--- config.mk ---
export PLATFORM = sky130hd
export DESIGN_NAME = wmma_ram
export DESIGN_NICKNAME = d
export VERILOG_FILES = /design/src/hdl/wmma_ram.sv
export SDC_FILE = /design/constraint.sdc
export NUM_CORES = 2
export LEC_CHECK = 0
export ABC_AREA = 1
export BUFFER_PORTS_ARGS = -buffer_cell sky130_fd_sc_hd__buf_2
export CAP_MARGIN = 10
export CELL_PAD_IN_SITES_DETAIL_PLACEMENT = 0
export CELL_PAD_IN_SITES_GLOBAL_PLACEMENT = 1
export CORE_MARGIN = 4
export CORE_UTILIZATION = 45
export CTS_BUF_LIST = sky130_fd_sc_hd__clkbuf_16
export DETAILED_ROUTE_END_ITERATION = 6
export PLACE_DENSITY_LB_ADDON = 0.1
export SLEW_MARGIN = 20
export SYNTH_ARGS = -nofsm -noshare
export SYNTH_HDL_FRONTEND = slang
export SYNTH_SLANG_ARGS = --single-unit
--- constraint.sdc ---
create_clock -name i_clk -period 24.2 [get_ports i_clk]
set_clock_uncertainty 0.2 [all_clocks]
set_input_delay 4.84 -clock i_clk [delete_from_list [all_inputs] [get_ports i_clk]]
set_output_delay 4.84 -clock i_clk [all_outputs]
set_load 0.01 [all_outputs]
--- src/hdl/wmma_ram.sv ---
// Generic simple dual-port RAM with registered read.
module wmma_ram #(
    parameter int WIDTH = 64,
    parameter int DEPTH = 64
) (
    input  logic                     i_clk,
    input  logic                     i_we,
    input  logic [$clog2(DEPTH)-1:0] i_waddr,
    input  logic [WIDTH-1:0]         i_wdata,
    input  logic                     i_re,
    input  logic [$clog2(DEPTH)-1:0] i_raddr,
    output logic [WIDTH-1:0]         o_rdata
);

    logic [WIDTH-1:0] r_mem [DEPTH];
    logic [WIDTH-1:0] r_q;

    always_ff @(posedge i_clk) begin
        if (i_we) begin
            r_mem[i_waddr] <= i_wdata;
        end
        if (i_re) begin
            r_q <= r_mem[i_raddr];
        end
    end

    assign o_rdata = r_q;

endmodule

---- Word level (Yosys, flattened, before mapping) ----
Memory sizes are Yosys's and may differ from the RTL's. A register that Yosys moved wholly into a read port is not among the register bits.
Cells that the tools add are included.
W data, S select, Z words.
operators by class
  add/subtract/negate cells ............... 0
  $mul .................................... 0
  div/mod/pow operators ................... 0
  $lt $le $gt $ge ......................... 0
  equality and inequality tests ........... 0
  shift operators ......................... 0
  multiplexer cells ....................... 2
  bitwise logic cells ..................... 0
  reductions and logical operators ........ 0
operators with widths
  operator  count
  $mux W1   2
word-level totals
  register bits after elaboration ......... 0
  latch bits .............................. 0
  RAM bits ................................ 4,096
  memory bits (read-only) ................. 0
  input port bits ......................... 79
  output and inout bits ................... 64
  logic and storage cells ................. 3
  memories kept ........................... 1
memory list
  name   words  bits a word  read ports  clocked after Yosys merged registers in  wr ports  line  source
  r_mem  64     64           1           1                                        1         15    logic [WIDTH-1:0] r_mem [DEPTH];

---- Longest topological paths before layout ----
  word-level depth ........................ 2
  depth in mapped cells ................... 13

---- Least setup slack after synthesis ----
Ideal clock, no wire load.
  kind .................................... in2reg
  start point ............................. input i_we
  end point ............................... memory r_mem[48][0], enable pin
  arrival time ............................ 11.476 ns
  data required time ...................... 23.354 ns
  slack ................................... 11.878 ns
  stages .................................. 3
  buffers on the path ..................... 1
  cell sequence ........................... clkbuf_1 nand4_1 nor4_1
between the ends
  longest elaborated chain between the ends .. 2
RTL lines
  item                           line  source
  start: declaration             7     input logic i_we,
  $mux W1                        19    if (i_we) begin
  $mux W1 (not written as such)  20    r_mem[i_waddr] <= i_wdata;
  end: declaration               15
No other way between the ends.

==> results.txt <==
- Core Footprint: 0.366 mm²
- Mean number of vias per cell: 5.93
- Setup violations remaining at the end of the flow were counted as 0.
- Number of antenna violations at the first check in global routing: 34
- The routed layout has 110000 vias.
* Overall power after layout: 15.6 mW
- After floorplanning, the core was divided into 222 placement rows.
* Worst EP arrival: 10710 ps
- Routed wire per std cell: 30.3 µm
- The die is 615 µm tall.
- Iteration-0 DRC Markers: 13100
- For this run, the slowest stage of the critical path takes 920 ps.
* Area added between synthesis and finish: 11.7%
- After clock tree synthesis, the clock-pin slew on the worst setup and hold paths is 60 ps.
* Top cells by instance count after synthesis: sky130_fd_sc_hd__nand2_1, sky130_fd_sc_hd__edfxtp_1, sky130_fd_sc_hd__nand3_1
- The longest clock path from root to sink contains 4 buffers.
* Post-route DRC violation count: 6
- Setup repair after global routing left no endpoint under its margin.
- For this design the static power due to leakage is 65.1 nW.
- Setup Total Neg Slack: 0 ps
- Worst-case reg-to-reg path depth: 8
- Max-slew violation count: 0
- Max-cap violations in this run came to 0.
* Run status: finished with violations
* Max Fanout on Critical Path: 71
- After clock tree synthesis, the repair step resized 0 gates.
* Reg-to-Reg End: o_rdata[62]$_DFFE_PP_
- For this design the ratio of total power to cell area is 84.1 mW/mm².
- The die is 615 µm wide.
- The first detailed-routing pass ran for 7 iterations.
* Critical Path Sink Type: register
- Hold path depth: 8
- Finished Layout Cells: 18600
- The clock tree synthesis step divided the H-tree into 5 levels.
* Number of hold violations in the final report: 0
- The slowest stage of the critical path is the sky130_fd_sc_hd__buf_4 cell.
- CP Class: input pin to register
- Synth warn: 0
- sky130_fd_sc_hd__nand2_1 is the most common cell in the netlist.
- HP Start: r_mem[10][26]$_DFFE_PP_
- Clock root buffer: sky130_fd_sc_hd__clkbuf_16
- The most used flip-flop cell after synthesis is sky130_fd_sc_hd__edfxtp_1.
- In the final layout, the share of cells above drive strength 1 is 8.06%.
- The first global-routing pass estimated 790 mm of wire.
- Worst setup slack after layout: 14020 ps
- Net Count, Synth: 13500
- Yosys mapped a number of flops with a built-in enable equal to 4160.
- Synthesis instantiated 15 different standard cells from the library.
- The checks that failed: DRC.
* R2R Path Start: r_mem[11][62]$_DFFE_PP_
- Synthesized instance count: 13400
- Total Die Area: 0.379 mm²
* Number of global-route vias before repair: 104000
- Clock network latency to the later pin of the worst-skew pair: 990 ps
* TritonCTS clock tree: built
- Buffers inserted during clock tree synthesis total 440.
- Placed inst area: 0.171 mm²
- Data required time at the worst endpoint: 24730 ps
- Before CTS, the worst setup slack after placement is 13170 ps.
- After routing the design area is 0.185 mm².
- Post-detailed-route count of antenna-violating nets: 0
- The setup check on the worst reg-to-reg path leaves a slack of 22220 ps.
* Clk sink count: 4160
- For this block, the routed nets add up to 563 mm of wire.
- Of all flip-flops after synthesis, the portion carrying an async set or reset was 0%.
- Flops & latches, synth: 4160
- Input/output buffers: 142
* Tcrit/Tclk final: 42.1%
- Walking the worst path, the cells encountered are buf_8 -> buf_4 -> buf_4 -> buf_4 -> buf_4 -> buf_4 -> buf_4 -> nand3_1 -> nand3_1 -> nand3_1 -> nand3_1 -> nand2_1 -> nand2_1 -> nand2_1.
* Avg Inst Size Synth: 12.4 µm²
- Global routing used 28.9% of the available tracks.
* Pin count of the biggest net entering global routing: 223
* Largest delay share family, worst path: buffers and inverters
* Synth area leader: sky130_fd_sc_hd__edfxtp_1
* Starting density of the core: 45.3%
- Fraction of the yosys area taken by sequential cells: 75.3%
* Worst Tran Pin Value: 1230 ps
- Static timing analysis puts the maximum clock frequency at 98.2 MHz.
- In this run the count of I/O pins placed on the die edge is 143.
- Routability-driven placement finished with a final weighted congestion of 0.784.
- Worst relative slew slack: 18.3%
- The sequential cells in the finished layout cover a total of 0.125 mm².
* Post-CTS setup buffer count: 0
- Peak supply drop: 65.6 µV
* Path category of the worst min-delay check: register to register
- Buffering stage count on the worst path with inverters included: 7
- Hold path endpoint: o_rdata[26]$_DFFE_PP_
* Min Clock Period, post-route: 10180 ps
- Post-DP HPWL: 274 mm
- In this run the cell area of the synthesized design comes to 0.166 mm².
- The share of synthesized area in the top cell type comes to 75.3%.
- After filler insertion, the fill cell instance count of the layout stands at 31500.
- Global routing finished with a remaining overflow of 0.
- Setup crit start kind: input pin
* Net count, final: 13500
* Post-cts hold buffer count: 0
- # placed instances: 17800
- Yosys attributes the largest share of cell area to sky130_fd_sc_hd__edfxtp_1, sky130_fd_sc_hd__nand3_1, sky130_fd_sc_hd__nand2_1.
- The cell that appears most often on the critical path is sky130_fd_sc_hd__buf_4.
- Summing all multi-input logic gate instances after layout gives 0.0366 mm².
[cell type report]
class,instances,share of cell area [%]
Clock inverter,361,1.62
Timing Repair Buffer,433,1.81
Tap cell,4816,3.25
Inverter,12,0.0567
Sequential cell,4160,67.4
Clock buffer,449,6.06
Multi-Input combinational cell,8336,19.8
Antenna cell,14,0.0189
[how the worst max path moves through the flow]
| stage | start | to | slack, ps | cells past startpoint |
|---|---|---|---|---|
| 3_5_place_dp | i_raddr[1] | o_rdata[18]$_DFFE_PP_ | 13170 | 14 |
| 2_1_floorplan | i_we | r_mem[48][0]$_DFFE_PP_ | 11880 | 3 |
| 4_1_cts | i_raddr[1] | o_rdata[18]$_DFFE_PP_ | 14250 | 14 |
| 3_3_place_gp | i_raddr[1] | o_rdata[18]$_DFFE_PP_ | 13170 | 14 |
| 5_1_grt | i_raddr[1] | o_rdata[18]$_DFFE_PP_ | 13880 | 14 |
| 6_report | i_raddr[1] | o_rdata[18]$_DFFE_PP_ | 14020 | 14 |
[registers in the layout, summed over array words and instances (netlist names)]
signal	cells
r_mem	4096
o_rdata	64
[metal layers]
layer	track usage, %	share of wire [%]	wire length [µm]	vias up
li1	-	-	-	47900
met1	41.1	42	238000	56600
met2	46.7	47	265000	4904
met3	4.12	7.6	42500	794
met4	7.98	2.9	16100	10
met5	0	0.013	74	-
[placed cells by master, fill, tap and decap left out, drive strengths merged]
| cell | instances |
|---|---|
| nor2 | 56 |
| edfxtp | 4160 |
| nand4 | 9 |
| clkinvlp | 15 |
| nand2 | 4416 |
| nor4 | 8 |
| nand3 | 3847 |
| buf | 433 |
| clkinv | 188 |
| clkbuf | 449 |
| inv | 119 |
| diode | 14 |
| bufinv | 51 |
[worst min-delay path: stages, from the launching register on]
cell	delay [ps]
sky130_fd_sc_hd__edfxtp_1	320
sky130_fd_sc_hd__nand2_1	50
sky130_fd_sc_hd__nand3_1	60
sky130_fd_sc_hd__nand3_1	60
sky130_fd_sc_hd__nand3_1	70
sky130_fd_sc_hd__nand3_1	60
sky130_fd_sc_hd__nand2_1	60
sky130_fd_sc_hd__nand2_1	40
sky130_fd_sc_hd__nand2_1	40
[kinds of logic (layout without fill, tap and decap cells)]
family	Yosys count	in the layout	synth area share [%]
buffers and inverters	909	1255	2.94
DFF	4160	4160	75.3
other	0	14	0
and+or+nand+nor	8336	8336	21.8
[through the flow]
step	hold WS, ps	util (%)
2_1_floorplan	597	-
3_3_place_gp	655	46.6
3_5_place_dp	660	46.6
4_1_cts	660	50.5
5_1_grt	731	50.6
6_report	647	50.6
[power breakdown]
group | internal [mW] | switching (mW)
combinational | 0.199 | 0.660
clock | 3.89 | 2.81
sequential | 7.99 | 0.0248
total | 12.1 | 3.50
(Power assumes the default switching activity.)
