<file path="config.mk">
export PLATFORM = sky130hd
export DESIGN_NAME = wmma_lane
export DESIGN_NICKNAME = d
export VERILOG_FILES = /design/src/hdl/wmma_pkg.sv /design/src/hdl/wmma_lane.sv
export SDC_FILE = /design/constraint.sdc
export NUM_CORES = 2
export LEC_CHECK = 0
export ABC_CLOCK_PERIOD_IN_PS = 20800
export BUFFER_PORTS_ARGS = -buffer_cell sky130_fd_sc_hd__buf_2
export CAP_MARGIN = 40
export CORE_MARGIN = 2
export CORE_UTILIZATION = 61
export CTS_BUF_LIST = sky130_fd_sc_hd__clkbuf_2
export CTS_CLUSTER_DIAMETER = 200
export DETAILED_ROUTE_END_ITERATION = 8
export PLACE_DENSITY = 0.77
export SLEW_MARGIN = 20
export SYNTH_ARGS = -nofsm -noshare
export SYNTH_HDL_FRONTEND = slang
export SYNTH_SLANG_ARGS = --single-unit
</file>
<file path="constraint.sdc">
create_clock -name i_clk -period 20.8 [get_ports i_clk]
set_input_delay 2.08 -clock i_clk [delete_from_list [all_inputs] [get_ports i_clk]]
set_output_delay 2.08 -clock i_clk [all_outputs]
set_load 0.03 [all_outputs]
</file>
<file path="src/hdl/wmma_pkg.sv">
// Shared types and constants for the weight matrix motif alignment unit.
package wmma_pkg;

    localparam int W_BITS      = 16;
    localparam int NBASE       = 4;
    localparam int ROW_W       = NBASE * W_BITS;
    localparam int THR_BITS    = 15;
    localparam int SIM_BITS    = 16;
    localparam int SIM_ONE     = 32768;
    localparam int OVERHANG    = 2;
    localparam int MIN_OVERLAP = 6;
    localparam int BREAK_ROWS  = 4;
    localparam int NORM_BITS   = 31;
    localparam int FRAC_BITS   = 15;
    localparam int DIV_STEPS   = NORM_BITS + FRAC_BITS;

    localparam logic [THR_BITS-1:0] THR_RESET = 15'd22938;

    typedef enum logic [1:0] {
        MODE_LOAD_A = 2'd0,
        MODE_LOAD_B = 2'd1,
        MODE_CMP    = 2'd2,
        MODE_CLR    = 2'd3
    } t_mode;

    typedef struct packed {
        t_mode                     mode;
        logic signed [W_BITS-1:0]  weight_a;
        logic signed [W_BITS-1:0]  weight_c;
        logic signed [W_BITS-1:0]  weight_g;
        logic signed [W_BITS-1:0]  weight_t;
    } t_in_item;

    typedef struct packed {
        logic [SIM_BITS-1:0] similarity;
        logic signed [7:0]   best_offset;
        logic                reverse_strand;
        logic [6:0]          overlap_rows;
        logic                above_threshold;
    } t_out_item;

    typedef struct packed {
        logic clear;
        logic add;
    } t_acc_ctl;

endpackage

</file>
<file path="src/hdl/wmma_lane.sv">
// One base lane: registered cross and square products of a weight pair.
module wmma_lane (
    input  logic                              i_clk,
    input  logic                              i_en,
    input  logic signed [wmma_pkg::W_BITS-1:0]   i_x,
    input  logic signed [wmma_pkg::W_BITS-1:0]   i_y,
    output logic signed [2*wmma_pkg::W_BITS-1:0] o_pxy,
    output logic signed [2*wmma_pkg::W_BITS-1:0] o_pxx,
    output logic signed [2*wmma_pkg::W_BITS-1:0] o_pyy
);
    import wmma_pkg::*;

    logic signed [2*W_BITS-1:0] r_pxy;
    logic signed [2*W_BITS-1:0] r_pxx;
    logic signed [2*W_BITS-1:0] r_pyy;

    always_ff @(posedge i_clk) begin
        if (i_en) begin
            r_pxy <= i_x * i_y;
            r_pxx <= i_x * i_x;
            r_pyy <= i_y * i_y;
        end
    end

    assign o_pxy = r_pxy;
    assign o_pxx = r_pxx;
    assign o_pyy = r_pyy;

endmodule

</file>
* Yosys cells after proc, flatten, opt, wreduce, memory -nomap -nowiden *
Cells that the tools add are included.

word-level totals
  flip-flop bits (word level) = 96
  latch bits = 0
  memory bits (writable) = 0
  ROM bits = 0
  output and inout port bits = 96
  logic and storage cells = 6
  memories kept = 0

cells by class
  add/sub/neg operators = 0
  multiply operators = 3
  divide/modulo/power cells = 0
  order comparisons = 0
  equal/unequal tests = 0
  shift operators = 0
  mux-type cells = 0
  bitwise operators = 0
  reduce and logical (&&, ||, !) cells = 0

operators with widths
  cell                          number
  multiplier 16 x 16 -> 32 bit  3

* Depth between registers and ports, before layout *
  depth in word-level cells = 1
  gate-level depth with buffers = 24

* Worst setup path after synthesis *
No wires, ideal clock.

  path type = input-to-reg
  start = input i_y[1] (netlist bit)
  end = register r_pxy[30] (netlist: o_pxy[30]), data pin
  arrival time = 7.757 ns
  required time = 20.515 ns
  slack = 12.759 ns
  stages on the path = 20
  path buffers = 3
  cells stage by stage = clkbuf_1 clkbuf_1 nand2_1 inv_1 fa_1 fa_1 fa_1 fa_1 fa_1 inv_1 fa_1 inv_1 ha_1 clkbuf_1 a211oi_1 o21ai_0 o31ai_4 o21ai_2 o311ai_0 o311ai_2

between the ends
  word-level cells in the longest chain between the ends = 1

RTL lines
  what                          RTL line         RTL
  start, declared               wmma_lane.sv:6   input logic signed [wmma_pkg::W_BITS-1:0] i_y,
  multiplier 16 x 16 -> 32 bit  wmma_lane.sv:19  r_pxy <= i_x * i_y;
  end signal, assigned          wmma_lane.sv:19
  end, declared                 wmma_lane.sv:13  logic signed [2*W_BITS-1:0] r_pxy;

No other way between the ends.
A chain may end at the register's enable or synchronous reset.

* Worst setup path after layout *
  start = input i_x[15] (netlist bit)
  end = register r_pxx[30] (netlist: o_pxx[30]), data pin

between the ends
  word-level cells in the longest chain between the ends = 1

RTL lines
  what                          RTL line         RTL
  start, declared               wmma_lane.sv:5   input logic signed [wmma_pkg::W_BITS-1:0] i_x,
  multiplier 16 x 16 -> 32 bit  wmma_lane.sv:20  r_pxx <= i_x * i_x;
  end signal, assigned          wmma_lane.sv:20
  end, declared                 wmma_lane.sv:14  logic signed [2*W_BITS-1:0] r_pxx;

No other way between the ends.

==> results.md <==
* Critical path arrival at 8.95 ns
* Congestion Overflow GR at 0
* First-pass iteration count of the detailed router at 5
* Crit path max-delay cell type: sky130_fd_sc_hd__fa_1
* Worst hold margin at 1.73 ns
* Post-synthesis async set-or-reset flop share at 0%
* Number of hold-slack violations in the final timing report at 0
* Drt total wl at 68.7 mm
* Row count at 82
* Clock transition at the registers of the reported paths at 0.30 ns
* HP Class: in -> reg
* Via count normalized by instance count at 5.45
* Final TNS setup at 0 ns
* Startpoint of the tightest hold check path: i_y[0]
* Via count of the first global-routing pass at 24300
* Number of nets still failing antenna checks after routing at 0
* Wire length of the first global-routing pass at 117 mm
* Number of enable flip-flop cells after synthesis at 94
* Shortest period the worst path allows at 8.34 ns
* Starting density of the core at 61.7%
* CTS Hold Buffers Added at 0
* Ratio of final minimum period to clock period at 40.1%
* Most frequent standard cell in the layout excluding fill and tap cells: sky130_fd_sc_hd__inv_1
* Capturing element type of the critical path: flip-flop
* Total number of vias at 21500
* Wirelength per Cell at 17.4 um
* GRT Total Usage at 28.0%
* Cell chain of the critical path: buf_2, buf_4, clkinv_1, nor2_1, fa_1, fa_1, fa_1, fa_1, fa_1, inv_1, fa_1, inv_1, ha_1, a2111oi_0, o21ai_0, a21o_1, nor2_1, o21ai_1, xor2_1
* Unrepaired setup endpoints after global routing: false
* Count of clock tree sinks at 94
* Core area at 0.0502 sq mm
* Number of distinct library cells after synthesis at 79
* Post-cts resize count at 0
* Area enclosed by the die boundary at 0.0526 sq mm
* Final number of setup-violating endpoints at 0
* Commonest cells after routing, fill and taps aside: sky130_fd_sc_hd__inv_1 (915), sky130_fd_sc_hd__fa_1 (732), sky130_fd_sc_hd__nand2_1 (304), sky130_fd_sc_hd__ha_1 (260), sky130_fd_sc_hd__and2_1 (177)
* DRC viols at 0
* Antenna violations before repair at 5
* Last weighted congestion value of the routability-driven placer at 0.922
* Die boundary width at 229 um
* Combinational family with the most area after synthesis: adder cells
* Die boundary height at 229 um
* Delay of the slowest critical-path stage at 0.89 ns
* Net count, final at 4295
* Flip-flop cell with the highest count after synthesis: sky130_fd_sc_hd__edfxtp_1
* Setup CP Type: in -> reg
* Depth of the worst hold-timing path at 1
* Startpoint types: primary input
* Status: complete, no violations
* Measured slew at the worst slew-check pin at 0.863 ns
* CP required at 21.40 ns
* Quantity of I/O buffers inserted on ports at 127
* H-tree lvl count at 3
* Share of synthesized area spent on multiplexers at 0.194%
* Endpoint of the worst hold path: o_pyy[0]
* Maximum clock frequency at 120 MHz
* Share of the yosys chip area belonging to registers at 9.11%
* First element of the critical path: i_x[15]
* Area share of fa/ha/maj cells after synthesis at 57.8%
* Maximum buffer depth of the clock tree at 2
* Cell chosen for the clock root: sky130_fd_sc_hd__clkbuf_2
* Share of final-layout standard cells stronger than drive strength 1 at 5.68%
* Fin util at 64.2%
* Clock tree from TritonCTS: yes
* Post-Synth Simple-Gate Area at 11.2%
* Final number of max-transition violations at 0
* Maximum fanout encountered on the critical timing path at 33
* Filler instances at 4048
* Layout area overhead at 3.94%
* Half-perimeter wire length after detailed placement at 55.6 mm
* Area taken by flip-flops and latches at 0.00282 sq mm
* Synthesized cell area at 0.0310 sq mm
* Most frequent cell on the critical path: sky130_fd_sc_hd__fa_1
* Synth Warn # at 0
* Mean post-synth cell area at 9.58 sq um
* Max-cap violations at 0
* Worst slew margin relative to its limit at 42.1%
* Maximum number of pins on one net before global-route repair at 58
* Detailed router's first-iteration violation count at 1279
* Total of flip-flops plus latches after synthesis at 94
* Xor and xnor fraction of the mapped netlist area at 3.34%
* Post-synthesis cell count at 3235
* Setup fix buffers added after clock tree synthesis at 0
* Num ports at 130
* Complex-gate fraction of the synthesized area at 5.70%
* Total CTS buffers at 9
* Multi-input gate area in the final layout at 0.0242 sq mm
## cell usage after synthesis (4+ instances only)
library cell	instances	area share, %
sky130_fd_sc_hd__xnor2_1	92	2.6
sky130_fd_sc_hd__clkinv_1	4	0.048
sky130_fd_sc_hd__nand2_1	304	3.7
sky130_fd_sc_hd__buf_1	4	0.048
sky130_fd_sc_hd__mux2i_1	6	0.19
sky130_fd_sc_hd__inv_1	915	11
sky130_fd_sc_hd__o21bai_1	6	0.15
sky130_fd_sc_hd__clkbuf_1	101	1.2
sky130_fd_sc_hd__edfxtp_1	94	9.1
sky130_fd_sc_hd__o211ai_1	7	0.17
sky130_fd_sc_hd__or2_2	7	0.14
sky130_fd_sc_hd__inv_2	4	0.048
sky130_fd_sc_hd__a31o_2	5	0.14
sky130_fd_sc_hd__a21oi_2	5	0.14
sky130_fd_sc_hd__o31ai_1	4	0.097
sky130_fd_sc_hd__ha_1	260	11
sky130_fd_sc_hd__a21o_1	23	0.56
sky130_fd_sc_hd__nor2_1	127	1.5
sky130_fd_sc_hd__nand3b_1	4	0.097
sky130_fd_sc_hd__nor3_1	26	0.42
sky130_fd_sc_hd__buf_2	6	0.097
sky130_fd_sc_hd__a21oi_1	75	1.2
sky130_fd_sc_hd__o21a_1	14	0.34
sky130_fd_sc_hd__a31oi_1	12	0.24
sky130_fd_sc_hd__nand3_1	14	0.23
sky130_fd_sc_hd__o21ai_0	33	0.53
sky130_fd_sc_hd__nand4_1	4	0.081
sky130_fd_sc_hd__xor2_1	26	0.74
sky130_fd_sc_hd__o21ai_1	16	0.26
sky130_fd_sc_hd__nor2b_1	10	0.20
sky130_fd_sc_hd__fa_1	732	47
sky130_fd_sc_hd__a211o_1	6	0.17
sky130_fd_sc_hd__nor4_1	5	0.10
sky130_fd_sc_hd__and3_1	14	0.28
sky130_fd_sc_hd__a211oi_1	12	0.29
sky130_fd_sc_hd__and2_1	177	3.6
sky130_fd_sc_hd__nand2b_1	16	0.32
## metrics by stage
stage	worst slack, ns	area (sq um)	instances
final	12.46	32200	3952
after global routing	12.06	32200	3950
after floorplan	12.76	31000	3236
after detailed placement	11.64	32100	3929
after global placement	11.73	32100	3929
after CTS	12.54	32200	3944
## registers in the layout (all words and copies together) (netlist names)
| register | flops |
|---|---|
| o_pxy | 32 |
| o_pxx | 31 |
| o_pyy | 31 |
## area by class of cell
cell class              instances  area share (%)
flip-flops and latches         94            8.77
clock inverters                 5           0.117
well taps                     672            2.61
clock buffers                  10           0.155
diodes                          7          0.0544
inverters                     923            10.8
repair buffers                137            2.28
multi-input cells            2104            75.3
## worst max path at each step
stage,end,cells past startpoint
after global placement,o_pxx[30],19
after CTS,o_pxx[30],19
final,o_pxx[30],19
after detailed placement,o_pxx[30],19
after global routing,o_pxx[29],20
after floorplan,o_pxy[30],20
## worst max-delay path: cells and delay by family
| kind | cells | cell delay [ns] |
|---|---|---|
| adder cells (fa/ha/maj) | 7 | 3.85 |
| buffers and inverters | 5 | 1.18 |
| XOR/XNOR | 1 | 0.15 |
| AO/OA/AOI/OAI | 4 | 0.99 |
| AND/OR/NAND/NOR | 2 | 0.67 |
## logic make-up after synthesis
group                      Yosys count
buffers and inverters             1038
xor gates and xnor gates           118
other                                1
muxes                                6
and+or+nand+nor                    727
adders and majority gates          992
DFF                                 94
AOI/OAI and AO/OA                  259
## per-layer routing
| metal | up-vias | GRT usage (%) | wire length [um] |
|---|---|---|---|
| met2 | 740 | 49.3 | 35200 |
| met4 | 0 | 12.0 | 3020 |
| met3 | 184 | 3.70 | 4220 |
| li1 | 9622 | - | - |
| met1 | 11000 | 34.9 | 26200 |
| met5 | - | 0 | 0 |
Power is not shown: default switching activity piles up to over one toggle a cycle in this logic, so the estimate is an artifact.
