[src/hdl/wmma_pkg.sv]
// Shared types and constants for the weight matrix motif alignment unit.
package wmma_pkg;

    localparam int W_BITS      = 16;
    localparam int NBASE       = 4;
    localparam int ROW_W       = NBASE * W_BITS;
    localparam int THR_BITS    = 15;
    localparam int SIM_BITS    = 16;
    localparam int SIM_ONE     = 32768;
    localparam int OVERHANG    = 2;
    localparam int MIN_OVERLAP = 6;
    localparam int BREAK_ROWS  = 4;
    localparam int NORM_BITS   = 31;
    localparam int FRAC_BITS   = 15;
    localparam int DIV_STEPS   = NORM_BITS + FRAC_BITS;

    localparam logic [THR_BITS-1:0] THR_RESET = 15'd22938;

    typedef enum logic [1:0] {
        MODE_LOAD_A = 2'd0,
        MODE_LOAD_B = 2'd1,
        MODE_CMP    = 2'd2,
        MODE_CLR    = 2'd3
    } t_mode;

    typedef struct packed {
        t_mode                     mode;
        logic signed [W_BITS-1:0]  weight_a;
        logic signed [W_BITS-1:0]  weight_c;
        logic signed [W_BITS-1:0]  weight_g;
        logic signed [W_BITS-1:0]  weight_t;
    } t_in_item;

    typedef struct packed {
        logic [SIM_BITS-1:0] similarity;
        logic signed [7:0]   best_offset;
        logic                reverse_strand;
        logic [6:0]          overlap_rows;
        logic                above_threshold;
    } t_out_item;

    typedef struct packed {
        logic clear;
        logic add;
    } t_acc_ctl;

endpackage

[src/hdl/wmma_corr.sv]
// Correlation unit: normalize, multiply, bit-pair square root, long division.
module wmma_corr #(
    parameter int ACC_W = 41
) (
    input  logic                          i_clk,
    input  logic                          i_rst_n,
    input  logic                          i_start,
    input  logic [ACC_W-1:0]              i_sxy,
    input  logic [ACC_W-1:0]              i_sxx,
    input  logic [ACC_W-1:0]              i_syy,
    output logic                          o_done,
    output logic                          o_zero,
    output logic [wmma_pkg::SIM_BITS-1:0] o_r
);
    import wmma_pkg::*;

    localparam int CNT_W = $clog2(DIV_STEPS);

    typedef enum logic [5:0] {
        C_IDLE = 6'b000001,
        C_NORM = 6'b000010,
        C_MUL  = 6'b000100,
        C_SQRT = 6'b001000,
        C_DIV  = 6'b010000,
        C_DONE = 6'b100000
    } t_cstate;

    t_cstate                r_state;
    logic [ACC_W-1:0]       r_ux;
    logic [ACC_W-1:0]       r_uy;
    logic [ACC_W-1:0]       r_uxy;
    logic [63:0]            r_v;
    logic [63:0]            r_res;
    logic [63:0]            r_bit;
    logic [31:0]            r_den;
    logic [31:0]            r_rem;
    logic [DIV_STEPS-1:0]   r_num;
    logic [CNT_W-1:0]       r_cnt;
    logic                   r_zero;
    logic [32:0]            div_t;
    logic                   div_ge;
    logic [63:0]            sq_t;

    assign div_t  = {r_rem, r_num[DIV_STEPS-1]};
    assign div_ge = div_t >= {1'b0, r_den};
    assign sq_t   = r_res + r_bit;

    always_ff @(posedge i_clk) begin
        if (!i_rst_n) begin
            r_state <= C_IDLE;
            r_zero  <= 1'b0;
        end else begin
            case (r_state)
                C_IDLE: begin
                    if (i_start) begin
                        r_ux    <= i_sxx;
                        r_uy    <= i_syy;
                        r_uxy   <= i_sxy;
                        r_zero  <= 1'b0;
                        r_state <= C_NORM;
                    end
                end
                C_NORM: begin
                    if (|r_ux[ACC_W-1:NORM_BITS]) begin
                        r_ux  <= r_ux >> 2;
                        r_uxy <= r_uxy >> 1;
                    end else if (|r_uy[ACC_W-1:NORM_BITS]) begin
                        r_uy  <= r_uy >> 2;
                        r_uxy <= r_uxy >> 1;
                    end else begin
                        r_state <= C_MUL;
                    end
                end
                C_MUL: begin
                    r_v     <= {33'b0, r_ux[NORM_BITS-1:0]} * {33'b0, r_uy[NORM_BITS-1:0]};
                    r_res   <= '0;
                    r_bit   <= 64'h4000_0000_0000_0000;
                    r_state <= C_SQRT;
                end
                C_SQRT: begin
                    if (r_bit != '0) begin
                        if (r_v >= sq_t) begin
                            r_v   <= r_v - sq_t;
                            r_res <= (r_res >> 1) + r_bit;
                        end else begin
                            r_res <= r_res >> 1;
                        end
                        r_bit <= r_bit >> 2;
                    end else if (r_res == '0) begin
                        r_zero  <= 1'b1;
                        r_state <= C_DONE;
                    end else begin
                        r_den   <= r_res[31:0];
                        r_num   <= {r_uxy[NORM_BITS-1:0], {FRAC_BITS{1'b0}}};
                        r_rem   <= '0;
                        r_cnt   <= '0;
                        r_state <= C_DIV;
                    end
                end
                C_DIV: begin
                    r_rem <= div_ge ? 32'(div_t - {1'b0, r_den}) : div_t[31:0];
                    r_num <= {r_num[DIV_STEPS-2:0], div_ge};
                    r_cnt <= r_cnt + 1'b1;
                    if (r_cnt == CNT_W'(DIV_STEPS - 1)) begin
                        r_state <= C_DONE;
                    end
                end
                C_DONE: begin
                    r_state <= C_IDLE;
                end
                default: begin
                    r_state <= C_IDLE;
                end
            endcase
        end
    end

    assign o_done = (r_state == C_DONE);
    assign o_zero = r_zero;
    assign o_r    = (r_num > DIV_STEPS'(SIM_ONE)) ? SIM_BITS'(SIM_ONE) : r_num[SIM_BITS-1:0];

endmodule

[config.mk]
export PLATFORM = sky130hd
export DESIGN_NAME = wmma_corr
export DESIGN_NICKNAME = d
export VERILOG_FILES = /design/src/hdl/wmma_pkg.sv /design/src/hdl/wmma_corr.sv
export SDC_FILE = /design/constraint.sdc
export NUM_CORES = 2
export LEC_CHECK = 0
export ABC_CLOCK_PERIOD_IN_PS = 11210
export BUFFER_PORTS_ARGS = -buffer_cell sky130_fd_sc_hd__buf_4
export CORE_ASPECT_RATIO = 2
export CORE_MARGIN = 4
export CORE_UTILIZATION = 40
export CTS_BUF_LIST = sky130_fd_sc_hd__clkbuf_2 sky130_fd_sc_hd__clkbuf_4 sky130_fd_sc_hd__clkbuf_8
export DETAILED_ROUTE_END_ITERATION = 12
export HOLD_SLACK_MARGIN = 0.1
export PLACE_DENSITY = 0.59
export SLEW_MARGIN = 10
export SYNTH_ARGS = -nofsm -noshare
export SYNTH_HDL_FRONTEND = slang
export SYNTH_SLANG_ARGS = --single-unit
[constraint.sdc]
create_clock -name i_clk -period 11.21 [get_ports i_clk]
set_input_delay 0.5605 -clock i_clk [delete_from_list [all_inputs] [get_ports i_clk]]
set_output_delay 0.5605 -clock i_clk [all_outputs]
set_load 0.01 [all_outputs]
# Word level (Yosys, flattened, before mapping)
# Cells that the tools add are included.
[word_totals]
wordCells = 100
input_bits = 126
register_bits = 438
[op_classes]
bitwise_logic = 2
add_sub_neg = 5
order_cmp = 3
reduce_logical = 17
n_mux = 41
eq_ne = 19
mul = 1
[op_table]
columns = ["cell", "count"]
rows = [
  ["case mux 64 bit (2 select lines)", 3],
  ["2-to-1 mux 41 bit", 8],
  ["2-to-1 mux 64 bit", 5],
  ["case mux 41 bit (2 select lines)", 3],
  ["2-to-1 mux 32 bit", 3],
  ["2-to-1 mux 46 bit", 2],
  ["case mux 46 bit (2 select lines)", 1],
  ["adder 63 x 64 -> 64 bit", 1],
  ["adder 64 bit", 1],
  [">= comparator 64 bit", 1],
  ["zero test 64 bit", 1],
  ["case mux 32 bit (2 select lines)", 1],
  ["nonzero test 64 bit", 1],
  ["subtractor 64 bit", 1],
  ["multiplier 31 x 31 -> 62 bit", 1],
  ["2-to-1 mux 6 bit", 8],
  ["greater-than comparator 46 x 16 -> 1 bit, second input constant", 1],
  [">= comparator 33 x 32 -> 1 bit", 1],
  ["subtractor 32 bit", 1],
  ["case mux 6 bit (5 select lines)", 1],
  ["AND reduction 4 bit", 6],
  ["!= test 2 bit, second input constant", 11],
  ["OR reduction 10 bit", 2],
  ["2-to-1 mux 16 bit", 1],
  ["15 further kinds", 23],
]

# Depth between registers and ports, before layout
[depth]
word_depth = 5
depth_mapped = 29

# Least setup slack after synthesis
# OpenSTA, ideal clock, no wires.
[synth_path]
kind = "register -> register"
startpoint = "register r_state[0]"
endpoint = "register r_bit[0] (enable)"
period_less_slack_ns = 9.129
setup_ns = 0.696
path_slack_ns = 2.081
path_stages_with_launch = 6
arrival_ns = 8.433
t_required_ns = 10.514
cell_sequence = "dfxtp_1 -> nor2_1 -> nand2_1 -> nor3b_1 -> o21ai_0 -> a21boi_0"
[synth_via]
elab_chain_cells = 3
[synth_rtl]
columns = ["element", "line_no", "source"]
rows = [
  ["start, declared", "wmma_corr.sv:28", "t_cstate r_state;"],
  ["start signal, assigned", "wmma_corr.sv:50", "r_state <= C_IDLE;"],
  ["start signal, assigned", "wmma_corr.sv:60", "r_state <= C_NORM;"],
  ["start signal, assigned", "wmma_corr.sv:71", "r_state <= C_MUL;"],
  ["== test 6 x 4 -> 1 bit / == test 6 x 3 -> 1 bit (equally long branches)", "wmma_corr.sv:53", "case (r_state)"],
  ["!= test 2 bit (no source line) / nonzero test 2 bit (equally long branches)", "n/a", ""],
  ["AND reduction 3 bit (no source line) *", "n/a", ""],
  ["end signal, assigned", "wmma_corr.sv:88", "r_bit <= r_bit >> 2;"],
  ["end, declared", "wmma_corr.sv:34", "logic [63:0] r_bit;"],
]
# Every way passes the cells marked *; elsewhere a longest branch is shown, timed or not.
# A chain may end at the register's enable or synchronous reset.

# Final worst setup path
[layout_path]
startpoint = "register r_uy[6]"
endpoint = "register r_v[48] (data pin)"
[layout_via]
elab_chain_cells = 2
[layout_rtl]
columns = ["element", "line_no", "source"]
rows = [
  ["start, declared", "wmma_corr.sv:30", "logic [ACC_W-1:0] r_uy;"],
  ["start signal, assigned", "wmma_corr.sv:57", "r_uy <= i_syy;"],
  ["start signal, assigned", "wmma_corr.sv:68", "r_uy <= r_uy >> 2;"],
  ["multiplier 31 x 31 -> 62 bit", "wmma_corr.sv:75", "r_v <= {33'b0, r_ux[NORM_BITS-1:0]} * {33'b0, r_uy[NORM_BITS-1:0]};"],
  ["case mux 64 bit (2 select lines)", "wmma_corr.sv:53", ""],
  ["end signal, assigned", "wmma_corr.sv:75", ""],
  ["end signal, assigned", "wmma_corr.sv:83", "r_v <= r_v - sq_t;"],
  ["end, declared", "wmma_corr.sv:32", "logic [63:0] r_v;"],
]
# No other way between the ends.

==> impl_metrics.ini <==
[drt]
drc = 0
ant_nets = 0
dr.pass1.iters = 5
wirelength_mm = 187.9
viasPerCell = 5.423
num_vias = 45620
routedWlPerCell_um = 22.34
drt_iter0_markers = 2671

[grt]
grt_pass1_wl_mm = 287.1
grt_usage_pct = 24.49
antenna_found_initial = 6
grt_pass1_vias = 50200
grt-ovfl-total = 0
grt_max_degree = 88

[clock_tree]
cts_buffers = 69
cts.clk_slew.worst_paths_ns = 0.07
clockBufferDepth = 3
worstSkewPairLatency_ns = 0.81
postCtsSetupRepairBufs = 0
cts_resized = 0
hold_buffers = 121
htree_levels = 3
cts.sinks = 406
cts_tree = built
cts_root_buf = clkbuf_8

[cells_and_area]
drive_gt1_share_pct = 6.355
design_area_um2 = 63860
fill_cells = 14260
fin_cells = 8411
areaGrowthSynthToFinish_pct = 9.547
nets = 7846

[worst_setup_path]
end_kind = flip-flop
critPathLaunchType = flip-flop
crit_required_ns = 11.63
critPathKind = reg2reg
cpMostUsedCell = fa_1
cp_max_fo = 32
crit_family = adder cells
arrival_ns = 9.41
slowest_stage = edfxtp_1
crit_buf_inv = 2
crit_chain = and2_1, fa_1, fa_1, fa_1, inv_1, fa_1, inv_1, fa_1, fa_1, fa_1, fa_1, ha_1, a21oi_1, o21ai_0, nand4_1, nand2_1, o21ai_0, o211ai_1, a311oi_2, o31ai_2, a21oi_1, xor2_1, o21ai_1
reg2reg_depth = 23
crit_cells = 23
max_stage_delay_ns = 1.12

[floorplan]
start_util_pct = 40.36
core_area_um2 = 144400
fp.dieW_um = 277.9
dieArea_um2 = 152300
pin_count = 144
num_rows = 197
die_h_um = 547.9

[timing]
hold_viol_final = 0
rsz0062_at_grt = false
setup_viol = 0
fin_worst_hold_slack_ns = 0.2490
fin_setup_tns_ns = 0
fin_crit_sh_pct = 80.14
timing.final.crit_period_ns = 8.984
slew_headroom_pct = 21.90
clock_skew_ns = 0.1061
worst_pin_slew_ns = 1.172
max_freq_mhz = 111.3
maxSlewViolCount = 0

[placed_design]
gp_congestion = 0.9393
port_buffers = 143
dp.cells = 8160
place_hpwl_mm = 146.2
placed_area_um2 = 61110

[yosys]
ys_ff_latch = 406
syn-instance-count = 6385
ys_warn_count = 0
synth_ff_type = edfxtp_1
netlist_area_um2 = 58300
seq_area_frac_synth_pct = 20.79
synth_edf_count = 399
async_flop_share_pct = 0
synth_cell_types = 100
syn_nets = 7769
synth.avg_cell_area_um2 = 9.130

[status]
status = completed

[min_path]
hold_class = in2reg
hold_path_depth = 3

[flow_run]
maxCapViolCount = 0
-- area by class of cell --
cell class | count | area (um2) | area share, %
sequential | 406 | 12120 | 18.98
clock buffer | 82 | 1047 | 1.640
clock inverter | 42 | 470.5 | 0.7367
timing repair buffer | 351 | 2938 | 4.600
antenna | 6 | 15.01 | 0.02351
inverter | 834 | 3133 | 4.906
tap | 1890 | 2365 | 3.703
multi-input combinational | 4800 | 41770 | 65.41
-- logic make-up (layout without fill, tap and decap cells) --
kind of cell | count (synthesis) | count (layout) | share of synthesized area [%]
xor+xnor | 251 | 251 | 3.771
mux | 35 | 35 | 0.6031
buf+inv | 1179 | 1309 | 7.662
compound gates | 894 | 894 | 10.13
other cells | 0 | 6 | 0
fa+ha+maj | 1258 | 1258 | 37.80
flops | 406 | 406 | 20.79
simple gates | 2362 | 2362 | 19.24
-- cells in the mapped netlist, drive strengths merged (42+ instances only) --
cell type,count,area (um2)
nor2,266,1001
o21bai,51,382.9
inv,834,3131
nand3,57,290.3
a211oi,44,340.3
xor2,126,1104
nor4,52,325.3
and2,583,3647
nor2b,42,262.8
a31oi,71,489.2
fa,839,16800
a21o,119,893.4
edfxtp,399,11980
xnor2,125,1095
ha,419,5243
clkbuf,322,1210
nand2,1146,4302
o21ai,171,870.8
nand4,64,400.4
a21oi,248,1264
-- flip-flops by register name (all words and copies together), names as in the netlist, 32 cells and up --
| register | cells |
|---|---|
| r_uxy | 41 |
| r_res | 64 |
| r_den | 32 |
| r_num | 46 |
| r_uy | 41 |
| r_rem | 32 |
| r_v | 64 |
| r_bit | 32 |
| r_ux | 41 |
-- stage by stage --
step           worst slack [ns]  util (%)
2_1_floorplan             2.081         -
3_3_place_gp              2.403     42.31
3_5_place_dp              2.471     42.31
4_1_cts                   2.366     44.20
5_1_grt                   2.109     44.21
6_report                  2.226     44.21
-- worst reg2reg max path, cell delays in order (launching register included) --
cell and delay [ns]:
edfxtp_1 1.12, and2_1 0.28, fa_1 0.44, fa_1 0.50, fa_1 0.52, inv_1 0.05
fa_1 0.49, inv_1 0.06, fa_1 0.48, fa_1 0.57, fa_1 0.43, fa_1 0.45
ha_1 0.36, a21oi_1 0.25, o21ai_0 0.18, nand4_1 0.14, nand2_1 0.06, o21ai_0 0.73
o211ai_1 0.38, a311oi_2 0.49, o31ai_2 0.19, a21oi_1 0.19, xor2_1 0.18, o21ai_1 0.07
-- layer usage --
metal / global-route usage (%) / share of wire (%)
met5: 0 / 0
met4: 18.70 / 9.4
met3: 2.815 / 3.6
met2: 47.00 / 54
met1: 23.56 / 33
-- cell usage in the layout (no fill, tap or decap), types with 15 or more instances in the layout --
| cell | count |
|---|---|
| nand2_1 | 1146 |
| fa_1 | 839 |
| inv_1 | 833 |
| and2_1 | 582 |
| ha_1 | 419 |
| edfxtp_1 | 399 |
| nor2_1 | 265 |
| a21oi_1 | 244 |
| buf_4 | 230 |
| o21ai_0 | 147 |
| xor2_1 | 126 |
| xnor2_1 | 125 |
| dlygate4sd3_1 | 121 |
| a21o_1 | 118 |
| clkbuf_8 | 69 |
| a31oi_1 | 68 |
| nand4_1 | 64 |
| nand3_1 | 56 |
| nor4_1 | 52 |
| o21bai_1 | 51 |
| nor2b_1 | 42 |
| a211oi_1 | 41 |
| nor3_1 | 39 |
| mux2i_1 | 34 |
| and3_1 | 31 |
| o21a_1 | 24 |
| or3_1 | 24 |
| o31ai_1 | 20 |
| o21ai_1 | 20 |
| nand2b_1 | 19 |
| o211ai_1 | 17 |
| a21boi_0 | 15 |
| clkinv_2 | 15 |
-- final timing paths --
check                     start  slack, ns                  to
max           r_uy[6]$_DFFE_PP_       2.23   r_v[48]$_DFFE_PP_
min reg2reg  r_uy[34]$_DFFE_PP_       0.51  r_uy[32]$_DFFE_PP_
min                    i_syy[2]       0.25   r_uy[2]$_DFFE_PP_
max reg2reg   r_uy[6]$_DFFE_PP_       2.23   r_v[48]$_DFFE_PP_
Power is left out: the tool's default activity adds up to more than one toggle a clock period on the data nets, which glitch-free logic cannot reach.
