--- src/hdl/wmma_pkg.sv ---
// Shared types and constants for the weight matrix motif alignment unit.
package wmma_pkg;

    localparam int W_BITS      = 16;
    localparam int NBASE       = 4;
    localparam int ROW_W       = NBASE * W_BITS;
    localparam int THR_BITS    = 15;
    localparam int SIM_BITS    = 16;
    localparam int SIM_ONE     = 32768;
    localparam int OVERHANG    = 2;
    localparam int MIN_OVERLAP = 6;
    localparam int BREAK_ROWS  = 4;
    localparam int NORM_BITS   = 31;
    localparam int FRAC_BITS   = 15;
    localparam int DIV_STEPS   = NORM_BITS + FRAC_BITS;

    localparam logic [THR_BITS-1:0] THR_RESET = 15'd22938;

    typedef enum logic [1:0] {
        MODE_LOAD_A = 2'd0,
        MODE_LOAD_B = 2'd1,
        MODE_CMP    = 2'd2,
        MODE_CLR    = 2'd3
    } t_mode;

    typedef struct packed {
        t_mode                     mode;
        logic signed [W_BITS-1:0]  weight_a;
        logic signed [W_BITS-1:0]  weight_c;
        logic signed [W_BITS-1:0]  weight_g;
        logic signed [W_BITS-1:0]  weight_t;
    } t_in_item;

    typedef struct packed {
        logic [SIM_BITS-1:0] similarity;
        logic signed [7:0]   best_offset;
        logic                reverse_strand;
        logic [6:0]          overlap_rows;
        logic                above_threshold;
    } t_out_item;

    typedef struct packed {
        logic clear;
        logic add;
    } t_acc_ctl;

endpackage

--- src/hdl/wmma_merge.sv ---
// Merge of the base lanes into the three running sums of one offset.
module wmma_merge #(
    parameter int ACC_W = 41
) (
    input  logic                              i_clk,
    input  wmma_pkg::t_acc_ctl                i_ctl,
    input  logic signed [2*wmma_pkg::W_BITS-1:0] i_pxy [wmma_pkg::NBASE],
    input  logic signed [2*wmma_pkg::W_BITS-1:0] i_pxx [wmma_pkg::NBASE],
    input  logic signed [2*wmma_pkg::W_BITS-1:0] i_pyy [wmma_pkg::NBASE],
    output logic signed [ACC_W-1:0]           o_sxy,
    output logic signed [ACC_W-1:0]           o_sxx,
    output logic signed [ACC_W-1:0]           o_syy
);
    import wmma_pkg::*;

    logic signed [ACC_W-1:0] s_xy;
    logic signed [ACC_W-1:0] s_xx;
    logic signed [ACC_W-1:0] s_yy;
    logic signed [ACC_W-1:0] r_sxy;
    logic signed [ACC_W-1:0] r_sxx;
    logic signed [ACC_W-1:0] r_syy;

    always_comb begin
        s_xy = '0;
        s_xx = '0;
        s_yy = '0;
        for (int k = 0; k < NBASE; k++) begin
            s_xy = s_xy + ACC_W'(i_pxy[k]);
            s_xx = s_xx + ACC_W'(i_pxx[k]);
            s_yy = s_yy + ACC_W'(i_pyy[k]);
        end
    end

    always_ff @(posedge i_clk) begin
        if (i_ctl.clear) begin
            r_sxy <= '0;
            r_sxx <= '0;
            r_syy <= '0;
        end else if (i_ctl.add) begin
            r_sxy <= r_sxy + s_xy;
            r_sxx <= r_sxx + s_xx;
            r_syy <= r_syy + s_yy;
        end
    end

    assign o_sxy = r_sxy;
    assign o_sxx = r_sxx;
    assign o_syy = r_syy;

endmodule

--- config.mk ---
export PLATFORM = sky130hd
export DESIGN_NAME = wmma_merge
export DESIGN_NICKNAME = d
export VERILOG_FILES = /design/src/hdl/wmma_pkg.sv /design/src/hdl/wmma_merge.sv
export SDC_FILE = /design/constraint.sdc
export NUM_CORES = 1
export LEC_CHECK = 0
export BUFFER_PORTS_ARGS = -buffer_cell sky130_fd_sc_hd__buf_2
export CAP_MARGIN = 30
export CORE_AREA = 2 2 198 200
export DETAILED_ROUTE_END_ITERATION = 16
export DIE_AREA = 0 0 200 202
export PLACE_DENSITY = 0.8
export SLEW_MARGIN = 40
export SYNTH_ARGS = -nofsm -noshare
export SYNTH_HDL_FRONTEND = slang
export SYNTH_SLANG_ARGS = --single-unit
--- constraint.sdc ---
create_clock -name i_clk -period 8.2 [get_ports i_clk]
set_input_delay 1.64 -clock i_clk [delete_from_list [all_inputs] [get_ports i_clk]]
set_output_delay 1.64 -clock i_clk [all_outputs]
set_load 0.05 [all_outputs]
* Word level (Yosys, flattened, before mapping) *
Cells that the tools add are included.

storage, ports and cells
  register bits after elaboration = 123
  bits in latches = 0
  memory bits (writable) = 0
  ROM bits = 0
  input port bits = 387
  output and inout bits = 123
  memories kept = 0

cells by class
  $add $sub $neg = 12
  multipliers = 0
  divide/modulo/power cells = 0
  $lt $le $gt $ge = 0
  eq/ne operators = 0
  shift-type cells = 0
  muxes and demuxes = 0
  bitwise operators = 0
  reduce and logical (&&, ||, !) cells = 0

operators with widths
  kind            count
  $add 41x35->41  3
  $add 34x32->35  3
  $add 33x32->34  3
  $add 32x32->33  3

* Depth between registers and ports, before layout *
Gate-level depths: netlist (run 1).

  word-level depth = 4
  depth in mapped cells = 19

* Worst setup path before layout (run 1) *
OpenSTA, ideal clock, no wires.

  path type = input-to-reg
  start = in i_pyy[1] (netlist bit)
  end = reg r_syy[37], in the netlist o_syy[37]
  library setup time = 0.127 ns
  arrival = 5.670 ns
  data required time = 8.073 ns
  setup slack = 2.403 ns
  stages = 17
  path buffers = 0
  cells stage by stage = inv_1 > fa_1 > fa_1 > fa_1 > inv_1 > ha_1 > fa_1 > a211o_1 > a21oi_2 > a21oi_4 > a31oi_4 > o41a_1 > o221ai_2 > a31o_1 > a211oi_2 > a2111o_1 > o211ai_1

on the way
  word-level cells in the longest chain between the ends = 2

RTL lines
  what                    line              RTL
  start: declaration      wmma_merge.sv:9   input logic signed [2*wmma_pkg::W_BITS-1:0] i_pyy [wmma_pkg::NBASE],
  $add 34x32->35          wmma_merge.sv:30  s_yy = s_yy + ACC_W'(i_pyy[k]);
  $add 41x35->41          wmma_merge.sv:42  r_syy <= r_syy + s_yy;
  end signal: assignment  wmma_merge.sv:42
  end: declaration        wmma_merge.sv:21  logic signed [ACC_W-1:0] r_syy;

Every way passes these cells.
A chain may end at the register's enable or synchronous reset.

* Worst setup path after layout (run 1) *
  start = in i_pxx[4] (netlist bit)
  end = reg r_sxx[40], in the netlist o_sxx[40]

on the way
  word-level cells in the longest chain between the ends = 2

RTL lines
  what                    line              RTL
  start: declaration      wmma_merge.sv:8   input logic signed [2*wmma_pkg::W_BITS-1:0] i_pxx [wmma_pkg::NBASE],
  $add 34x32->35          wmma_merge.sv:29  s_xx = s_xx + ACC_W'(i_pxx[k]);
  $add 41x35->41          wmma_merge.sv:41  r_sxx <= r_sxx + s_xx;
  end signal: assignment  wmma_merge.sv:41
  end: declaration        wmma_merge.sv:20  logic signed [ACC_W-1:0] r_sxx;

Every way passes these cells.

==> summary.md, run 1 <==
| Metric | Value |
|---|---|
| Outcome | `complete, no violations` |
| WL/cell | `15.4 µm` |
| Iteration-0 DRC Markers | `874` |
| Setup Skew | `0.0121 ns` |
| Worst-path clk slew | `roughly 0.060 ns` |
| Total GRT Usage | `0.277` |
| Final net count | `3851` |
| Top-count cell post-synth | `inv_1` |
| Filler cells | `between 3000 and 4000` |
| Clock Path Buffers | `2` |
| Post-DRT Antenna Nets | `0` |
| Final worst path period share | `0.745` |
| DP Worst Slack | `1.72 ns` |
| Crit path largest cell delay | `roughly 0.55 ns` |
| Final slew viol count | `0` |
| Top Usage Layer GRT | `met2` |
| Final setup viols | `0` |
| # rows | `72` |
| Starting Density | `0.528` |
| CTS tree | `built` |
| Peak VDD IR | `0.192 mV` |
| Synth cell count leaders | `inv_1 (931), fa_1 (312), nand2_1 (127)` |
| Cell taking the most area after synthesis | `fa_1` |
| Max Cap Viol | `0` |
| Min Clock Period, post-route | `6.11 ns` |
| Input/output buffers | `roughly 510` |
| Util after Layout | `0.623` |
| DRT Pass-1 Iters | `7` |
| Critical Path, Cell by Cell | `buf_2, inv_1, fa_1, inv_1, fa_1, inv_1, fa_1, inv_1, ha_1, o21ai_0, o21ai_0, or4b_1, and3_1, o21ai_1, a31oi_1, o21ai_1, mux2i_1, xnor2_1, nor2_1` |
| Async S/R FF share, synth | `0` |
| Multi-input gate area | `14000 µm²` |
| Residual DRC | `0` |
| Yosys cell types | `79` |
| Worst relative slew slack | `0.466` |
| Synth warn | `0` |
| Placed Area | `roughly 23000 µm²` |
| FF+latch count, synth | `123` |
| Leakage | `14.3 nW` |
| P&R area growth vs syn | `17.9%` |
| Initial antenna violation count | `1` |
| Die width | `200 µm` |
| Total grt overflow | `0` |
| Vias in the first global route | `19014` |
| Yosys top cell area share | `0.309` |
| Hold Fails Final Rpt | `0` |
| RSZ-0062 raised after global routing | `no` |
| Seq/Total Area, Yosys | `0.122` |
| Pin count of the biggest net entering global routing | `54` |
| CP delay by family, top | `adder cells` |
| Area of the mapped netlist | `20200 µm²` |
| Cts repair resizes | `0` |
| IO Count | `510` |
| Ranking of synthesized cells by area | `fa_1 (31%), inv_1 (17%), dfxtp_1 (12%)` |
| Via-to-Cell Ratio | `5.09` |
| First-pass GRT wire length | `89800 µm` |
| GR Layer Usage met1 | `0.319` |
| Worst-path maximum fanout | `4` |
| Clk root buf | `clkbuf_16` |
| Synth Instances | `2557` |
| Synth Net Count | `3382` |
| Final WL | `54600 µm` |
| Crit path buffers/inverters | `5` |
| Overall die area | `40400 µm²` |
| Req. time, crit path | `approximately 8.5 ns` |
| Total negative slack | `0 ns` |
| Number of synthesized flops with an enable pin | `0` |
| CTS sink cnt | `between 100 and 150` |
| Most frequent CP cell | `inv_1` |
| Num CTS Buffers | `17` |
| Final Hold Slack | `0.482 ns` |
| Area of the core | `38300 µm²` |
| Arr. time, crit path | `6.39 ns` |
| Layout cells sized above 1 | `0.187` |
| Cell area after layout | `around 24000 µm²` |
| Sequential Area | `approximately 2500 µm²` |
| Worst Setup Path Type | `in2reg` |
| Clk Latency, worst-skew pair | `0.42 ns` |
| Via count | `18085` |
| Met2 Use GR | `0.498` |
| Hold/Removal Path Class | `reg2reg` |
| Post-DP HPWL | `45600 µm` |
| Syn avg cell area | `7.91 µm²` |
| Post-CTS setup buffers | `0` |
| Worst setup EP type | `flop` |
| CP Launch Type | `primary input` |
| Hold buffers post-CTS | `0` |
| GP Congestion | `0.920` |
| Worst-margin pin slew | `0.801 ns` |
| Max Clk Rate | `164 MHz` |
| CP max-delay cell | `fa_1` |
| Final worst-path setup slack | `2.09 ns` |
| Top FF cell, synth | `dfxtp_1` |
| PD cells | `around 400 nW/µm²` |
| Die height | `202 µm` |
| GR met3 Demand/Resource | `0.0459` |
| CTS H-tree lvls | `4` |
[registers in the layout (all words and copies together) (netlist names)]
register  cells
o_sxy        41
o_syy        41
o_sxx        41
[power by group]
part	internal, mW	leakage, nW	switching (mW)
clock network	0.476	0.281	0.312
registers	0.816	1.02	0.175
logic	3.06	13.0	4.89
[final timing paths]
kind,from,end,slack [ns],cells after the start
worst max-delay path,i_pxx[4],o_sxx[40],2.09,19
worst min-delay path,o_sxx[31],o_sxx[31],0.48,2
worst max register to register,o_sxy[3],o_sxy[35],4.10,14
worst min register to register,o_sxx[31],o_sxx[31],0.48,2
[metrics by stage]
step	instances	total power, mW
after floorplan	2557	7.08
after global placement	3522	8.62
after detailed placement	3525	8.80
after CTS	3555	9.67
after global routing	3556	10.7
final	3556	9.72
[area by class of cell]
cell class	instances	share of cell area
clock buffers	23	0.0205
multi-input cells	1438	0.588
clock inverters	7	0.00378
diodes	1	0.000105
well taps	518	0.0272
repair buffers	515	0.110
inverters	931	0.147
flip-flops and latches	123	0.103
[logic make-up (layout without fill, tap and decap cells)]
| kind of cell | Yosys count | count (layout) | synth area share |
|---|---|---|---|
| AND/OR/NAND/NOR | 411 | 411 | 0.0938 |
| multiplexers | 63 | 63 | 0.0314 |
| adder cells (fa/ha/maj) | 438 | 438 | 0.387 |
| buffers and inverters | 996 | 1476 | 0.185 |
| XOR/XNOR | 91 | 91 | 0.0394 |
| flip-flops | 123 | 123 | 0.122 |
| AO/OA/AOI/OAI | 435 | 435 | 0.142 |
| other | 0 | 1 | 0 |
[metal layers]
metal,routed length [µm],part of all wire,up-vias
li1,-,-,8642
met1,21100,0.39,8664
met2,27600,0.50,641
met3,3480,0.064,138
met4,2450,0.045,0
met5,0,0,-
[layout by cell type, fill, tap and decap left out, drive strengths merged, types with 6 or more instances in the layout]
master and instances:
ha 126, and2 7, o211ai 8, o21a 14, clkbuf 23, nand2 127, or3 6, inv 931
nand4 28, a221o 7, nor3 19, o21bai 12, xnor2 59, fa 312, dfxtp 123, mux2i 60
o21ai 91, a31oi 15, buf 515, nand2b 9, a21boi 6, a211oi 22, a21oi 128, xor2 32
and3 25, nor2b 7, nor2 123, a21o 80, nand3 44
[worst min-delay path: stages, from the launching register on]
cell	delay, ns
dfxtp_1	0.32
nand2_1	0.05
o21ai_0	0.06
Power figures use the tool's default switching activity.
==> run 2: changes to the inputs <==
--- a/config.mk
+++ b/config.mk
@@ -7,9 +7,8 @@
 export LEC_CHECK = 0
 export BUFFER_PORTS_ARGS = -buffer_cell sky130_fd_sc_hd__buf_2
 export CAP_MARGIN = 30
-export CORE_AREA = 2 2 198 200
+export CORE_UTILIZATION = 51
 export DETAILED_ROUTE_END_ITERATION = 16
-export DIE_AREA = 0 0 200 202
 export PLACE_DENSITY = 0.8
 export SLEW_MARGIN = 40
 export SYNTH_ARGS = -nofsm -noshare
==> constraint.sdc (replaced) <==
create_clock -name i_clk -period 5.4 [get_ports i_clk]
set_input_delay 1.08 -clock i_clk [delete_from_list [all_inputs] [get_ports i_clk]]
set_output_delay 1.08 -clock i_clk [all_outputs]
set_load 0.05 [all_outputs]
==> summary.md, run 2 (same netlist as run 1, synthesis figures left out) <==
| Metric | Value |
|---|---|
| Sequential Area | `2460 µm² (unchanged)` |
| Multi-input gate area | `14100 µm² (was 14000 µm²)` |
| P&R area growth vs syn | `21.0% (was 17.9%)` |
| Post-DRT Antenna Nets | `0 (unchanged)` |
| Die width | `201 µm (was 200 µm)` |
| CP max-delay cell | `fa_1 (unchanged)` |
| Pin count of the biggest net entering global routing | `53 (was 54)` |
| CP Launch Type | `primary input (unchanged)` |
| CTS H-tree lvls | `4 (unchanged)` |
| Placed Area | `23900 µm² (was 23300 µm²)` |
| PD cells | `634 nW/µm² (was 408 nW/µm²)` |
| # rows | `72 (unchanged)` |
| DP Worst Slack | `-0.443 ns (was 1.72 ns)` |
| Clk root buf | `clkbuf_16 (unchanged)` |
| First-pass GRT wire length | `90000 µm (was 89800 µm)` |
| Arr. time, crit path | `5.54 ns (was 6.39 ns)` |
| Vias in the first global route | `19118 (was 19014)` |
| RR Endpoint | `o_syy[37] (was o_sxy[35])` |
| GP Congestion | `0.934 (was 0.920)` |
| Hold/Removal Path Class | `reg2reg (unchanged)` |
| RR Startpoint | `o_syy[1] (was o_sxy[3])` |
| Final worst-path setup slack | `0.179 ns (was 2.09 ns)` |
| Final WL | `54000 µm (was 54600 µm)` |
| Hold Path Depth | `2 (unchanged)` |
| Initial antenna violation count | `2 (was 1)` |
| Starting Density | `0.521 (was 0.528)` |
| Clk Latency, worst-skew pair | `0.43 ns (was 0.42 ns)` |
| CTS tree | `built (unchanged)` |
| Commonest non-fill, non-tap cell in the layout | `inv_1 (unchanged)` |
| Final setup viols | `0 (unchanged)` |
| CTS sink cnt | `123 (unchanged)` |
| Post-Layout Cell Count | `3638 (was 3556)` |
| Clock Path Buffers | `2 (unchanged)` |
| R2R cell count | `15 (was 14)` |
| HP Start | `o_syy[25] (was o_sxx[31])` |
| Residual DRC | `0 (unchanged)` |
| Area of the core | `38800 µm² (was 38300 µm²)` |
| Peak VDD IR | `0.263 mV (was 0.192 mV)` |
| Setup Skew | `0.0159 ns (was 0.0121 ns)` |
| Via count | `18105 (was 18085)` |
| Post-Place Cells | `3604 (was 3525)` |
| Worst-path clk slew | `0.06 ns (about the same)` |
| Iteration-0 DRC Markers | `740 (was 874)` |
| Post-DP HPWL | `45900 µm (was 45600 µm)` |
| Worst-margin pin slew | `0.829 ns (was 0.801 ns)` |
| Util after Layout | `0.630 (was 0.623)` |
| Req. time, crit path | `5.71 ns (was 8.49 ns)` |
| Overall die area | `40400 µm² (about the same)` |
| Min-Delay Endpoint | `o_syy[25] (was o_sxx[31])` |
| Die height | `201 µm (was 202 µm)` |
| WL/cell | `14.8 µm (was 15.4 µm)` |
| Total GRT Usage | `0.274 (was 0.277)` |
| Total grt overflow | `0 (unchanged)` |
| Final slew viol count | `0 (unchanged)` |
| Input/output buffers | `509 (unchanged)` |
| Worst setup EP type | `flop (unchanged)` |
| Post-CTS setup buffers | `0 (unchanged)` |
| IO Count | `510 (unchanged)` |
| Crit path largest cell delay | `0.56 ns (was 0.55 ns)` |
| Most frequent CP cell | `fa_1 (was inv_1)` |
| DRT Pass-1 Iters | `5 (was 7)` |
| Via-to-Cell Ratio | `4.98 (was 5.09)` |
| Cell area after layout | `24500 µm² (was 23800 µm²)` |
| Worst-path maximum fanout | `5 (was 4)` |
| Worst Setup Path Type | `in2reg (unchanged)` |
| Min Clock Period, post-route | `5.22 ns` |
| Most frequent cells in the layout | `inv_1 (931), buf_2 (507), fa_1 (312) (was inv_1 (930), buf_2 (507), fa_1 (312))` |
| Critical Path, Cell by Cell | `buf_2, fa_1, fa_1, fa_1, ha_1, fa_1, a21oi_2, o21ba_2, nand3_1, a221o_1, a21oi_1, buf_4, a2111oi_1, o21ai_1, nand2_1, a21o_1, a221o_1 (was buf_2, inv_1, fa_1, inv_1, fa_1, inv_1, fa_1, inv_1, ha_1, o21ai_0, o21ai_0, or4b_1, and3_1, o21ai_1, a31oi_1, o21ai_1, mux2i_1, xnor2_1, nor2_1)` |
| Max Clk Rate | `192 MHz` |
| Leakage | `14.6 nW (was 14.3 nW)` |
| Final worst path period share | `0.967` |
| Layout cells sized above 1 | `0.209 (was 0.187)` |
| Filler cells | `3309 (was 3266)` |
| R2R setup slack | `1.55 ns (was 4.10 ns)` |
| Max Cap Viol | `0 (unchanged)` |
| Outcome | `complete, no violations (unchanged)` |
| Worst relative slew slack | `0.447 (was 0.466)` |
| Num CTS Buffers | `17 (unchanged)` |
| Hold Fails Final Rpt | `0 (unchanged)` |
| Final net count | `3930 (was 3851)` |
run 2: per-layer routing:
layer	global-route usage	vias to the layer above	wire length, µm
li1	-	8792	-
met1	0.317	8618	21500
met2	0.510	585	27900
met3	0.0424	110	2860
met4	0.0987	0	1750
met5	0	-	0
run 2: final cells by class:
class,instances,area share
diodes,2,0.000205
well taps,518,0.0265
multi-input cells,1438,0.575
clock buffers,21,0.0188
clock inverters,11,0.00491
flip-flops and latches,123,0.101
inverters,931,0.143
repair buffers,594,0.132
run 2: report_power, final:
group	switching (mW)	internal, mW
sequential	0.274	1.24
combinational	7.56	5.26
clock	0.485	0.702
run 2: how the worst max path moves through the flow:
stage          depth (start not counted)         to     start
4_1_cts                               20  o_sxx[35]  i_pxx[2]
3_5_place_dp                          20  o_sxy[35]  i_pxy[3]
5_1_grt                               21  o_sxx[35]  i_pxx[6]
2_1_floorplan                         17  o_syy[37]  i_pyy[1]
3_3_place_gp                          20  o_sxy[35]  i_pxy[3]
6_report                              17  o_sxx[35]  i_pxx[1]
run 2: worst max-delay path, delay by kind of cell:
| family | cells | cell delay [ns] |
|---|---|---|
| buf+inv | 2 | 0.28 |
| simple gates | 2 | 0.23 |
| fa+ha+maj | 5 | 2.20 |
| compound gates | 8 | 1.76 |
run 2: timing repair:
action | CTS | global route
gates cloned | 0 | 0
hold buffers | 0 | 0
setup endpoints to repair | 1 | 5
gates resized for setup | 1 | 6
pin swaps | 0 | 2
run 2: metrics by stage:
stage | TNS (ns) | hold WS, ns | power (mW)
floorplan | 0 | 0.683 | 10.7
global placement | -2.71 | 0.458 | 13.8
detailed placement | -4.66 | 0.462 | 14.1
CTS | 0 | 0.485 | 15.4
global route | -0.0350 | 0.508 | 17.1
finish | 0 | 0.484 | 15.5
